`src/sv/dwc_pkg.sv`:
```
`timescale 1ns / 1ps
// Package for the digitizer word classifier: payload structs, class codes,
// continuation kinds and the two header type tables. No dependencies.
package dwc_pkg;

  localparam int unsigned CountWidthDefault = 32;
  localparam int unsigned NumClasses        = 16;
  localparam int unsigned ClassW            = 4;
  localparam int unsigned WinW              = 12;
  localparam int unsigned OutCountW         = 32;

  typedef enum logic [1:0] {
    PendNone   = 2'd0,
    PendOne    = 2'd1,
    PendPulse  = 2'd2,
    PendWindow = 2'd3
  } pend_e;

  localparam logic [ClassW-1:0] ClsUnknown   = 4'd0;
  localparam logic [ClassW-1:0] ClsBlockHdr  = 4'd1;
  localparam logic [ClassW-1:0] ClsBlockTrl  = 4'd2;
  localparam logic [ClassW-1:0] ClsEventHdr  = 4'd3;
  localparam logic [ClassW-1:0] ClsTrigTime  = 4'd4;
  localparam logic [ClassW-1:0] ClsWindowRaw = 4'd5;
  localparam logic [ClassW-1:0] ClsIntegral  = 4'd6;
  localparam logic [ClassW-1:0] ClsTime      = 4'd7;
  localparam logic [ClassW-1:0] ClsPulseData = 4'd8;
  localparam logic [ClassW-1:0] ClsPedestal  = 4'd9;
  localparam logic [ClassW-1:0] ClsEventTrl  = 4'd10;
  localparam logic [ClassW-1:0] ClsNotValid  = 4'd11;
  localparam logic [ClassW-1:0] ClsFiller    = 4'd12;
  localparam logic [ClassW-1:0] ClsCdc       = 4'd13;
  localparam logic [ClassW-1:0] ClsFdcInt    = 4'd14;
  localparam logic [ClassW-1:0] ClsFdcPeak   = 4'd15;

  typedef struct packed {
    logic [31:0] data_word;
    logic        bank_end;
  } in_t;

  typedef struct packed {
    logic [ClassW-1:0]    word_class;
    logic [OutCountW-1:0] class_count;
  } out_t;

  typedef struct packed {
    pend_e             pend;
    logic [ClassW-1:0] cls;
  } tab_ent_t;

  function automatic tab_ent_t type_lookup(logic f125, logic [3:0] typ);
    tab_ent_t e;
    e.pend = PendNone;
    e.cls  = ClsUnknown;
    case (typ)
      4'd0:  e.cls = ClsBlockHdr;
      4'd1:  e.cls = ClsBlockTrl;
      4'd2:  e.cls = ClsEventHdr;
      4'd3:  begin
        e.cls  = ClsTrigTime;
        e.pend = PendOne;
      end
      4'd4:  e.cls = ClsWindowRaw;
      4'd5:  begin
        if (f125) begin
          e.cls  = ClsCdc;
          e.pend = PendOne;
        end
      end
      4'd6:  begin
        if (f125) begin
          e.cls  = ClsFdcInt;
          e.pend = PendOne;
        end
      end
      4'd7:  e.cls = ClsIntegral;
      4'd8:  e.cls = ClsTime;
      4'd9:  begin
        if (f125) begin
          e.cls  = ClsFdcPeak;
          e.pend = PendOne;
        end else begin
          e.cls  = ClsPulseData;
          e.pend = PendPulse;
        end
      end
      4'd10: e.cls = ClsPedestal;
      4'd13: e.cls = ClsEventTrl;
      4'd14: e.cls = ClsNotValid;
      4'd15: e.cls = ClsFiller;
      default: e.cls = ClsUnknown;
    endcase
    return e;
  endfunction

endpackage

```
`src/sv/dwc_ram.sv`:
```
`timescale 1ns / 1ps
// Generic single-write, single-read RAM with registered read data.
// Read returns the old entry when read and write hit the same address.
module dwc_ram #(
  parameter int unsigned Width = 32,
  parameter int unsigned Depth = 16,
  localparam int unsigned AddrW = (Depth > 1) ? $clog2(Depth) : 1
) (
  input  logic             clk_i,
  input  logic             we_i,
  input  logic [AddrW-1:0] waddr_i,
  input  logic [Width-1:0] wdata_i,
  input  logic             re_i,
  input  logic [AddrW-1:0] raddr_i,
  output logic [Width-1:0] rdata_o
);

  logic [Width-1:0] mem_q [Depth];
  logic [Width-1:0] rdata_q;

  always_ff @(posedge clk_i) begin
    if (we_i) begin
      mem_q[waddr_i] <= wdata_i;
    end
    if (re_i) begin
      rdata_q <= mem_q[raddr_i];
    end
  end

  assign rdata_o = rdata_q;

endmodule

```
`src/sv/digitizer_word_classifier_top.sv`:
```
`timescale 1ns / 1ps
// Digitizer word classifier: decodes bank words and keeps saturating class
// counters in a 16-entry RAM (dwc_ram); uses dwc_pkg.
// Path: RAM read into its read data register, then increment and write back
// into the output register. Throughput: one word per cycle while the output
// is not stalled, set by the single read-modify-write of the counter RAM
// with forwarding of a same-cycle write. Reset clears pending state, module
// kind and the per-entry valid bits, so every counter reads as zero at once.
module digitizer_word_classifier_top #(
  parameter int unsigned CountWidth = dwc_pkg::CountWidthDefault
) (
  input  logic          clk_i,
  input  logic          rst_ni,
  input  logic          cfg_we_i,
  input  logic          cfg_wdata_i,
  input  logic          in_valid_i,
  output logic          in_stall_o,
  input  dwc_pkg::in_t  in_data_i,
  output logic          out_valid_o,
  input  logic          out_stall_i,
  output dwc_pkg::out_t out_data_o
);

  localparam int unsigned ClassW = dwc_pkg::ClassW;
  localparam int unsigned ExtW   = (CountWidth > dwc_pkg::OutCountW) ?
                                   CountWidth : dwc_pkg::OutCountW;

  logic module_kind_q;

  dwc_pkg::pend_e          pend_q, pend_d;
  logic [ClassW-1:0]       pcls_q, pcls_d;
  logic [dwc_pkg::WinW-1:0] rem_q, rem_d;
  logic [ClassW-1:0]       cls;
  dwc_pkg::tab_ent_t       ent;
  logic [dwc_pkg::WinW:0]  width_p1;
  logic                    top_bit;

  logic                    in_xfer;
  logic                    s1_vld_q;
  logic [ClassW-1:0]       s1_cls_q;
  logic                    s1_fwd_q;
  logic [CountWidth-1:0]   s1_fwd_val_q;
  logic                    s1_ent_vld_q;
  logic                    s1_adv;
  logic [CountWidth-1:0]   rdata;
  logic [CountWidth-1:0]   cur_val;
  logic [CountWidth-1:0]   new_val;
  logic [dwc_pkg::NumClasses-1:0] ent_vld_q;
  logic [ExtW-1:0]         new_ext;

  logic                    out_vld_q;
  dwc_pkg::out_t           out_q;

  always_ff @(posedge clk_i or negedge rst_ni) begin
    if (!rst_ni) begin
      module_kind_q <= 1'b0;
    end else if (cfg_we_i) begin
      module_kind_q <= cfg_wdata_i;
    end
  end

  // Decode against pending continuation state
  always_comb begin
    top_bit  = in_data_i.data_word[31];
    pend_d   = pend_q;
    pcls_d   = pcls_q;
    rem_d    = rem_q;
    cls      = dwc_pkg::ClsUnknown;
    ent      = dwc_pkg::type_lookup(module_kind_q, in_data_i.data_word[30:27]);
    width_p1 = {1'b0, in_data_i.data_word[dwc_pkg::WinW-1:0]} + 1'b1;
    if (pend_q == dwc_pkg::PendWindow) begin
      cls = dwc_pkg::ClsWindowRaw;
      if (rem_q != '0) begin
        rem_d = rem_q - 1'b1;
      end
      if (rem_d == '0) begin
        pend_d = dwc_pkg::PendNone;
      end
    end else if ((pend_q == dwc_pkg::PendOne || pend_q == dwc_pkg::PendPulse)
                 && !top_bit) begin
      cls = pcls_q;
      if (pend_q == dwc_pkg::PendOne) begin
        pend_d = dwc_pkg::PendNone;
      end
    end else begin
      pend_d = dwc_pkg::PendNone;
      if (top_bit) begin
        cls    = ent.cls;
        pend_d = ent.pend;
        pcls_d = ent.cls;
        if (ent.cls == dwc_pkg::ClsWindowRaw) begin
          rem_d  = width_p1[dwc_pkg::WinW:1];
          pend_d = (rem_d != '0) ? dwc_pkg::PendWindow : dwc_pkg::PendNone;
        end
      end
    end
    if (in_data_i.bank_end) begin
      pend_d = dwc_pkg::PendNone;
      rem_d  = '0;
    end
  end

  assign s1_adv     = s1_vld_q && (!out_vld_q || !out_stall_i);
  assign in_stall_o = s1_vld_q && !s1_adv;
  assign in_xfer    = in_valid_i && !in_stall_o;

  always_ff @(posedge clk_i or negedge rst_ni) begin
    if (!rst_ni) begin
      pend_q <= dwc_pkg::PendNone;
      pcls_q <= '0;
      rem_q  <= '0;
    end else if (in_xfer) begin
      pend_q <= pend_d;
      pcls_q <= pcls_d;
      rem_q  <= rem_d;
    end
  end

  dwc_ram #(
    .Width (CountWidth),
    .Depth (dwc_pkg::NumClasses)
  ) u_cnt_ram (
    .clk_i   (clk_i),
    .we_i    (s1_adv),
    .waddr_i (s1_cls_q),
    .wdata_i (new_val),
    .re_i    (in_xfer),
    .raddr_i (cls),
    .rdata_o (rdata)
  );

  // Forward a write that lands on the same edge as the read
  always_ff @(posedge clk_i or negedge rst_ni) begin
    if (!rst_ni) begin
      s1_vld_q     <= 1'b0;
      s1_fwd_q     <= 1'b0;
      s1_ent_vld_q <= 1'b0;
      s1_cls_q     <= '0;
    end else begin
      if (in_xfer) begin
        s1_vld_q     <= 1'b1;
        s1_cls_q     <= cls;
        s1_fwd_q     <= s1_adv && (s1_cls_q == cls);
        s1_ent_vld_q <= ent_vld_q[cls];
      end else if (s1_adv) begin
        s1_vld_q <= 1'b0;
      end
    end
  end

  always_ff @(posedge clk_i) begin
    if (in_xfer) begin
      s1_fwd_val_q <= new_val;
    end
  end

  always_ff @(posedge clk_i or negedge rst_ni) begin
    if (!rst_ni) begin
      ent_vld_q <= '0;
    end else if (s1_adv) begin
      ent_vld_q[s1_cls_q] <= 1'b1;
    end
  end

  always_comb begin
    if (s1_fwd_q) begin
      cur_val = s1_fwd_val_q;
    end else if (s1_ent_vld_q) begin
      cur_val = rdata;
    end else begin
      cur_val = '0;
    end
    new_val = (cur_val == '1) ? cur_val : cur_val + 1'b1;
    new_ext = ExtW'(new_val);
  end

  always_ff @(posedge clk_i or negedge rst_ni) begin
    if (!rst_ni) begin
      out_vld_q <= 1'b0;
    end else if (s1_adv) begin
      out_vld_q <= 1'b1;
    end else if (!out_stall_i) begin
      out_vld_q <= 1'b0;
    end
  end

  always_ff @(posedge clk_i) begin
    if (s1_adv) begin
      out_q.word_class  <= s1_cls_q;
      out_q.class_count <= new_ext[dwc_pkg::OutCountW-1:0];
    end
  end

  assign out_valid_o = out_vld_q;
  assign out_data_o  = out_q;

endmodule
```
`config.mk`:
```
export PLATFORM = sky130hd
export DESIGN_NAME = digitizer_word_classifier_top
export DESIGN_NICKNAME = d
export VERILOG_FILES = /design/src/sv/dwc_pkg.sv /design/src/sv/dwc_ram.sv /design/src/sv/digitizer_word_classifier_top.sv
export SDC_FILE = /design/constraint.sdc
export NUM_CORES = 1
export LEC_CHECK = 0
export BUFFER_PORTS_ARGS = -buffer_cell sky130_fd_sc_hd__buf_2
export CORE_MARGIN = 8
export CORE_UTILIZATION = 38
export CTS_BUF_LIST = sky130_fd_sc_hd__clkbuf_4 sky130_fd_sc_hd__clkbuf_8 sky130_fd_sc_hd__clkbuf_16
export DETAILED_ROUTE_END_ITERATION = 6
export GPL_TIMING_DRIVEN = 0
export SYNTH_ARGS = -nofsm -noshare
export SYNTH_HDL_FRONTEND = slang
export SYNTH_SLANG_ARGS = --single-unit
```
`constraint.sdc`:
```
create_clock -name clk_i -period 7.12 [get_ports clk_i]
set_clock_uncertainty 0.05 [all_clocks]
set_input_delay 0.356 -clock clk_i [delete_from_list [all_inputs] [get_ports clk_i]]
set_output_delay 0.356 -clock clk_i [all_outputs]
set_load 0.01 [all_outputs]
```
* Yosys cells after proc, flatten, opt, wreduce, memory -nomap -nowiden *
Memory sizes are Yosys's and may differ from the RTL's. A register that Yosys moved wholly into a read port is not among the register bits.
Index checks and enable logic that the tools add are counted.

word-level totals
  flip-flop bits (word level) = 111
  RAM bits = 512
  input bits = 39
  output and inout bits = 38
  logic and storage cells = 105
  memories kept = 1

memory list
  name             words  width  read ports  clocked after Yosys merged registers in  wr ports  line           source
  u_cnt_ram.mem_q  16     32     1           1                                        1         dwc_ram.sv:18  logic [Width-1:0] mem_q [Depth];

operators by class
  $add $sub $neg = 3
  magnitude comparators = 3
  eq/ne operators = 23
  multiplexer cells = 36
  bitwise operators = 3
  reduce and logical (&&, ||, !) cells = 23

operator list
  operator                 number
  $mux W32                 3
  $mux W12                 7
  $pmux W4 S14             1
  $add A32 B1 Y32 const B  1
  $eq A32 B32 Y1 const B   1
  $eq A4 B4 Y1 const B     6
  $reduce_bool A12 Y1      2
  $eq A4 B3 Y1 const B     5
  $mux W2                  8
  $or A16 B16 Y16          1
  $add A12 B1 Y13 const B  1
  $logic_not A12 Y1        1
  $mux W4                  3
  $sub A12 B1 Y12 const B  1
  $lt A4 B5 Y1 const B     2
  $mux W5                  2
  $eq A4 B2 Y1 const B     2
  $mux W1                  8
  $pmux W2 S4              1
  $reduce_and A4 Y1        2
  $logic_and A1 B1 Y1      6
  $mux W6                  1
  $reduce_bool A3 Y1       2
  $logic_not A1 Y1         5
  other kinds (16)         19

* Depth between registers and ports, before layout *
  word-level depth = 8
  gate-level depth with buffers = 12
  mapped depth without buffers = 9

* Hierarchy *
From an unflattened synthesis, not the netlist that was laid out.

unflattened totals
  cell total of the unflattened synthesis = 1,461
  area total of the unflattened synthesis = 26,424.1 um2

by module, submodules not included
  module                         instances  cells each  area an instance (um2)  sequential area each (um2)
  dwc_ram                        1          838         20,155.6                16,335.7
  digitizer_word_classifier_top  1          623         6,268.5                 3,118.0

* Least setup slack after synthesis *
OpenSTA, ideal clock, no wires.

  kind = reg2reg
  start = register out_vld_q (netlist: out_valid_o)
  end = memory u_cnt_ram.mem_q[0][0], enable pin
  library setup time = 462 ps
  arrival time = 4,518 ps
  data required time = 6,608 ps
  setup slack = 2,090 ps
  cell stages (with the launch flop) = 6
  buffers on the path = 1
  period minus slack after synthesis = 5,030 ps
  cells stage by stage = dfrtp_1 -> nand2_1 -> and2_1 -> clkbuf_1 -> or3b_2 -> nor3_1

between the ends
  longest elaborated chain between the ends = 5

RTL lines
  what                           line                                  source
  start, declared                digitizer_word_classifier_top.sv:51   logic out_vld_q;
  start signal, assigned         digitizer_word_classifier_top.sv:179  out_vld_q <= 1'b0;
  start signal, assigned         digitizer_word_classifier_top.sv:181  out_vld_q <= 1'b1;
  start signal, assigned         digitizer_word_classifier_top.sv:183  out_vld_q <= 1'b0;
  $logic_not A1 Y1               digitizer_word_classifier_top.sv:103  assign s1_adv = s1_vld_q && (!out_vld_q || !out_stall_i);
  $logic_or A1 B1 Y1             digitizer_word_classifier_top.sv:103
  $logic_and A1 B1 Y1            digitizer_word_classifier_top.sv:103
  net s1_adv                     digitizer_word_classifier_top.sv:44   logic s1_adv;
  $mux W1                        dwc_ram.sv:22                         if (we_i) begin
  $mux W1 (implied by the code)  dwc_ram.sv:23                         mem_q[waddr_i] <= wdata_i;
  end, declared                  dwc_ram.sv:18

The timed path passes the listed nets, and every way through them passes these cells.

* Final worst setup path *
  start = register s1_fwd_q
  end = memory u_cnt_ram.mem_q[15][17] (data pin)

between the ends
  longest elaborated chain between the ends = 3
  elaborated cells between the ends (all ways) = 4
  classes of those cells = add/sub: 1; eq/ne: 1; mux: 2

RTL lines
  what                                               line                                  source
  start, declared                                    digitizer_word_classifier_top.sv:41   logic s1_fwd_q;
  start signal, assigned                             digitizer_word_classifier_top.sv:143  s1_fwd_q <= s1_adv && (s1_cls_q == cls);
  $mux W32 *                                         digitizer_word_classifier_top.sv:166  if (s1_fwd_q) begin
  $add A32 B1 Y32 or $eq A32 B32 Y1 (tied branches)  digitizer_word_classifier_top.sv:173  new_val = (cur_val == '1) ? cur_val : cur_val + 1'b1;
  $mux W32 *                                         digitizer_word_classifier_top.sv:173
  net new_ext[17]                                    digitizer_word_classifier_top.sv:49   logic [ExtW-1:0] new_ext;

Mark *: on every way through the listed nets, which the timed path passes. The rest lies on a longest branch.

==> results.py <==
metrics = {
    "outcome": {
        "status": "complete, no violations",
    },
    "logic_synthesis": {
        "yosys.cell_types.count": 65,
        "synth_top_family_by_area": "multiplexers",
        "yosys_warnings": 0,
        "synth-seq-cells": 655,
        "yosys.area_share.simple": 0.0638,
        "synth_top_cell_by_area": "edfxtp_1",
        "synth_fa_ha_area_frac": 0.00312,
        "synthMuxAreaShare": 0.126,
        "syn_avg_cell_area_um2": 15.6,
        "ys_top_cells_by_area": "edfxtp_1, mux2i_1, dfrtp_1",
        "synth_compound_area_frac": 0.0599,
        "ys_seq_area_frac": 0.714,
        "syn-num-nets": 1795,
        "synthArstFlopShare": 0.0656,
        "synth_edf_count": 612,
        "syn_inst": 1750,
        "synth_top_area_share": 0.674,
        "netlist_area_um2": 27300,
        "synth_xor_xnor_area_share": 0.0148,
        "synth-main-ff-cell": "edfxtp_1",
    },
    "global_route": {
        "grt_max_degree": 67,
        "overflow": 0,
        "grt_antenna_before_repair": 1,
        "grt_pass1_wl_mm": 98.6,
        "track_usage": 0.158,
        "grt_pass1_vias": 16234,
    },
    "clocking": {
        "post_cts.repair.setup_buffers": 0,
        "clock_path_buffers": 3,
        "clkLatencyLatePin_ns": 0.60,
        "clkSlewWorstSetupHoldPaths_ns": 0.06,
        "cts_tree": "built",
        "clockRootBuffer": "clkbuf_16",
        "cts_resized": 0,
        "clock_sinks": 655,
        "cts_buffers": 71,
        "ctsHtreeMaxLevel": 3,
        "postCtsHoldBufs": 6,
    },
    "critical_path": {
        "reg2regPathDepth": 11,
        "worst_ep_required_time_ns": 7.28,
        "max_stage_delay_ns": 1.00,
        "cp-start-kind": "flop",
        "cp.depth": 11,
        "r2r_start": "s1_fwd_q",
        "slowest_stage": "xnor2_1",
        "crit_type": "reg2reg",
        "crit_chain": "buf_6, buf_6, buf_2, clkbuf_1, o21ai_0, ha_1, and4_1, a31oi_1, and2_1, nand2_1, xnor2_1",
        "path_buf_inv": 4,
        "end_kind": "flop",
        "critPathCapture": "u_cnt_ram.mem_q[15][17]",
        "cp-startpoint": "s1_fwd_q",
        "path_delay_family": "buffers and inverters",
        "r2r_end": "u_cnt_ram.mem_q[15][17]",
        "cpMostUsedCell": "buf_6",
        "crit_fanout": 18,
        "r2r_slack_ns": 2.30,
        "crit_arrival_ns": 4.98,
    },
    "layout": {
        "layout.cells.non_filler": 2924,
        "final_cell_mix": "edfxtp_1, mux2i_1, nand2_1",
        "final_common_cell": "edfxtp_1",
        "syn_to_final_growth_pct": 16.5,
        "final_util": 0.446,
        "stdcell_area_um2": 31800,
        "nNetsFinal": 1961,
        "drive_gt1_frac": 0.186,
    },
    "routing": {
        "drtPass1Iterations": 5,
        "drc": 0,
        "drt_iter0_drc": 1434,
        "wl_per_cell_um": 22.4,
        "vias_per_cell": 5.35,
        "final_antenna_net_count": 0,
        "vias": 15641,
        "drt_wl_total_mm": 65.4,
    },
    "job": {
        "cap_violations": 0,
    },
    "placement": {
        "post-place-ws_ns": 2.29,
        "hpwl_mm": 44.4,
        "gp_congestion": 0.851,
        "port_buffers": 58,
        "dp.cells": 2784,
        "place_area_um2": 29300,
    },
    "timing": {
        "grt_setup_unrepaired": "false",
        "timing.final.crit_share": 0.677,
        "hold_viol_final": 0,
        "max_slew_margin": 0.0899,
        "period_minus_slack_ns": 4.82,
        "tightest_slew_ns": 1.36,
        "fmax_mhz": 207,
        "fin_ws_ns": 2.30,
        "setup_viol": 0,
        "finalMaxSlewViolations": 0,
    },
    "worst_hold_path": {
        "min_path_type": "in2reg",
    },
    "power_and_ir_drop": {
        "power.density_nw_per_um2": 307,
        "total_leakage_power_nw": 11.6,
        "ir_drop_uv": 193,
    },
    "floorplan": {
        "rows": 98,
        "start_util": 0.383,
        "io_pins": 77,
        "dieWidth_um": 284,
        "core_um2": 71200,
        "die_area_um2": 80600,
        "die_y_um": 284,
    },
}
==> worst min path at each step <==
| stage | to | cells past startpoint | start | slack (ns) |
|---|---|---|---|---|
| 6_report | pcls_q[0] | 4 | in_data_i[28] | 0.08 |
| 3_3_place_gp | out_data_o[32] | 0 | s1_cls_q[0] | 0.39 |
| 2_1_floorplan | ent_vld_q[0] | 0 | rst_ni | 0.01 |
| 3_5_place_dp | out_data_o[32] | 0 | s1_cls_q[0] | 0.39 |
| 5_1_grt | pcls_q[0] | 4 | in_data_i[28] | 0.11 |
| 4_1_cts | pcls_q[0] | 4 | in_data_i[28] | 0.05 |
==> flip-flops by register name, summed over array words and instances, names as in the netlist <==
register           cells
u_cnt_ram.mem_q      512
out_data_o            36
s1_fwd_val_q          32
u_cnt_ram.rdata_o     32
ent_vld_q             16
rem_q                 12
pcls_q                 4
s1_cls_q               4
pend_q                 2
module_kind_q          1
out_valid_o            1
s1_ent_vld_q           1
s1_fwd_q               1
s1_vld_q               1
==> stage by stage <==
stage / power (mW) / hold slack [ns] / TNS [ns]
global route: 10.1 / 0.113 / 0
CTS: 9.82 / 0.0529 / 0
global placement: 6.14 / 0.387 / -217.45
detailed placement: 6.22 / 0.389 / 0
floorplan: 5.71 / 0.0104 / 0
finish: 9.76 / 0.0833 / 0
==> report_power, final <==
part           switching, mW  total [mW]  internal (mW)
Sequential             0.103        4.84           4.74
Combinational          0.897        1.32          0.424
Clock                   1.49        3.60           2.11
==> layer usage <==
| layer | part of all wire | up-vias | global-route usage |
|---|---|---|---|
| li1 | - | 7151 | - |
| met1 | 0.44 | 7870 | 0.210 |
| met2 | 0.48 | 495 | 0.260 |
| met3 | 0.047 | 125 | 0.0263 |
| met4 | 0.028 | 0 | 0.0536 |
| met5 | 0 | - | 0 |
==> kinds of logic (layout without fill, tap and decap cells) <==
family	Yosys count	in the layout
mux	333	333
simple gates	354	354
other cells	0	1
compound gates	251	251
buf+inv	104	327
fa+ha+maj	7	7
xor+xnor	46	46
flops	655	655
==> worst min-delay path: cells and delay by family <==
family,cells,cell delay [ns]
simple gates,1,0.06
buf+inv,1,0.11
compound gates,2,0.15
==> synthesized netlist by cell type (6+ instances only) <==
| library cell | instances |
|---|---|
| a22oi_1 | 42 |
| a21oi_1 | 24 |
| nand3b_1 | 14 |
| mux2_2 | 67 |
| nand2_1 | 146 |
| dfrtp_1 | 43 |
| and3_1 | 6 |
| buf_4 | 14 |
| nor3_1 | 16 |
| buf_2 | 27 |
| nand2b_1 | 7 |
| nand4b_1 | 11 |
| a31oi_1 | 10 |
| a22o_1 | 10 |
| or2_2 | 18 |
| o21ai_0 | 101 |
| xnor2_1 | 29 |
| mux2i_1 | 264 |
| ha_1 | 6 |
| clkbuf_1 | 44 |
| inv_1 | 11 |
| xor2_1 | 17 |
| nand3_1 | 42 |
| nand4_1 | 7 |
| and2_1 | 8 |
| nor2_1 | 51 |
| edfxtp_1 | 612 |
| o221ai_1 | 32 |
==> final cells by class <==
| cell class | count | area [um2] |
|---|---|---|
| clock buffers | 90 | 2010 |
| plain buffers | 93 | 465 |
| fillers | 6156 | 39500 |
| inverters | 11 | 43.8 |
| repair buffers | 93 | 821 |
| clock inverters | 40 | 283 |
| flip-flops and latches | 655 | 19500 |
| diodes | 1 | 2.50 |
| multi-input cells | 991 | 7500 |
| well taps | 950 | 1190 |
No activity file was read; power rests on OpenSTA's default activity.
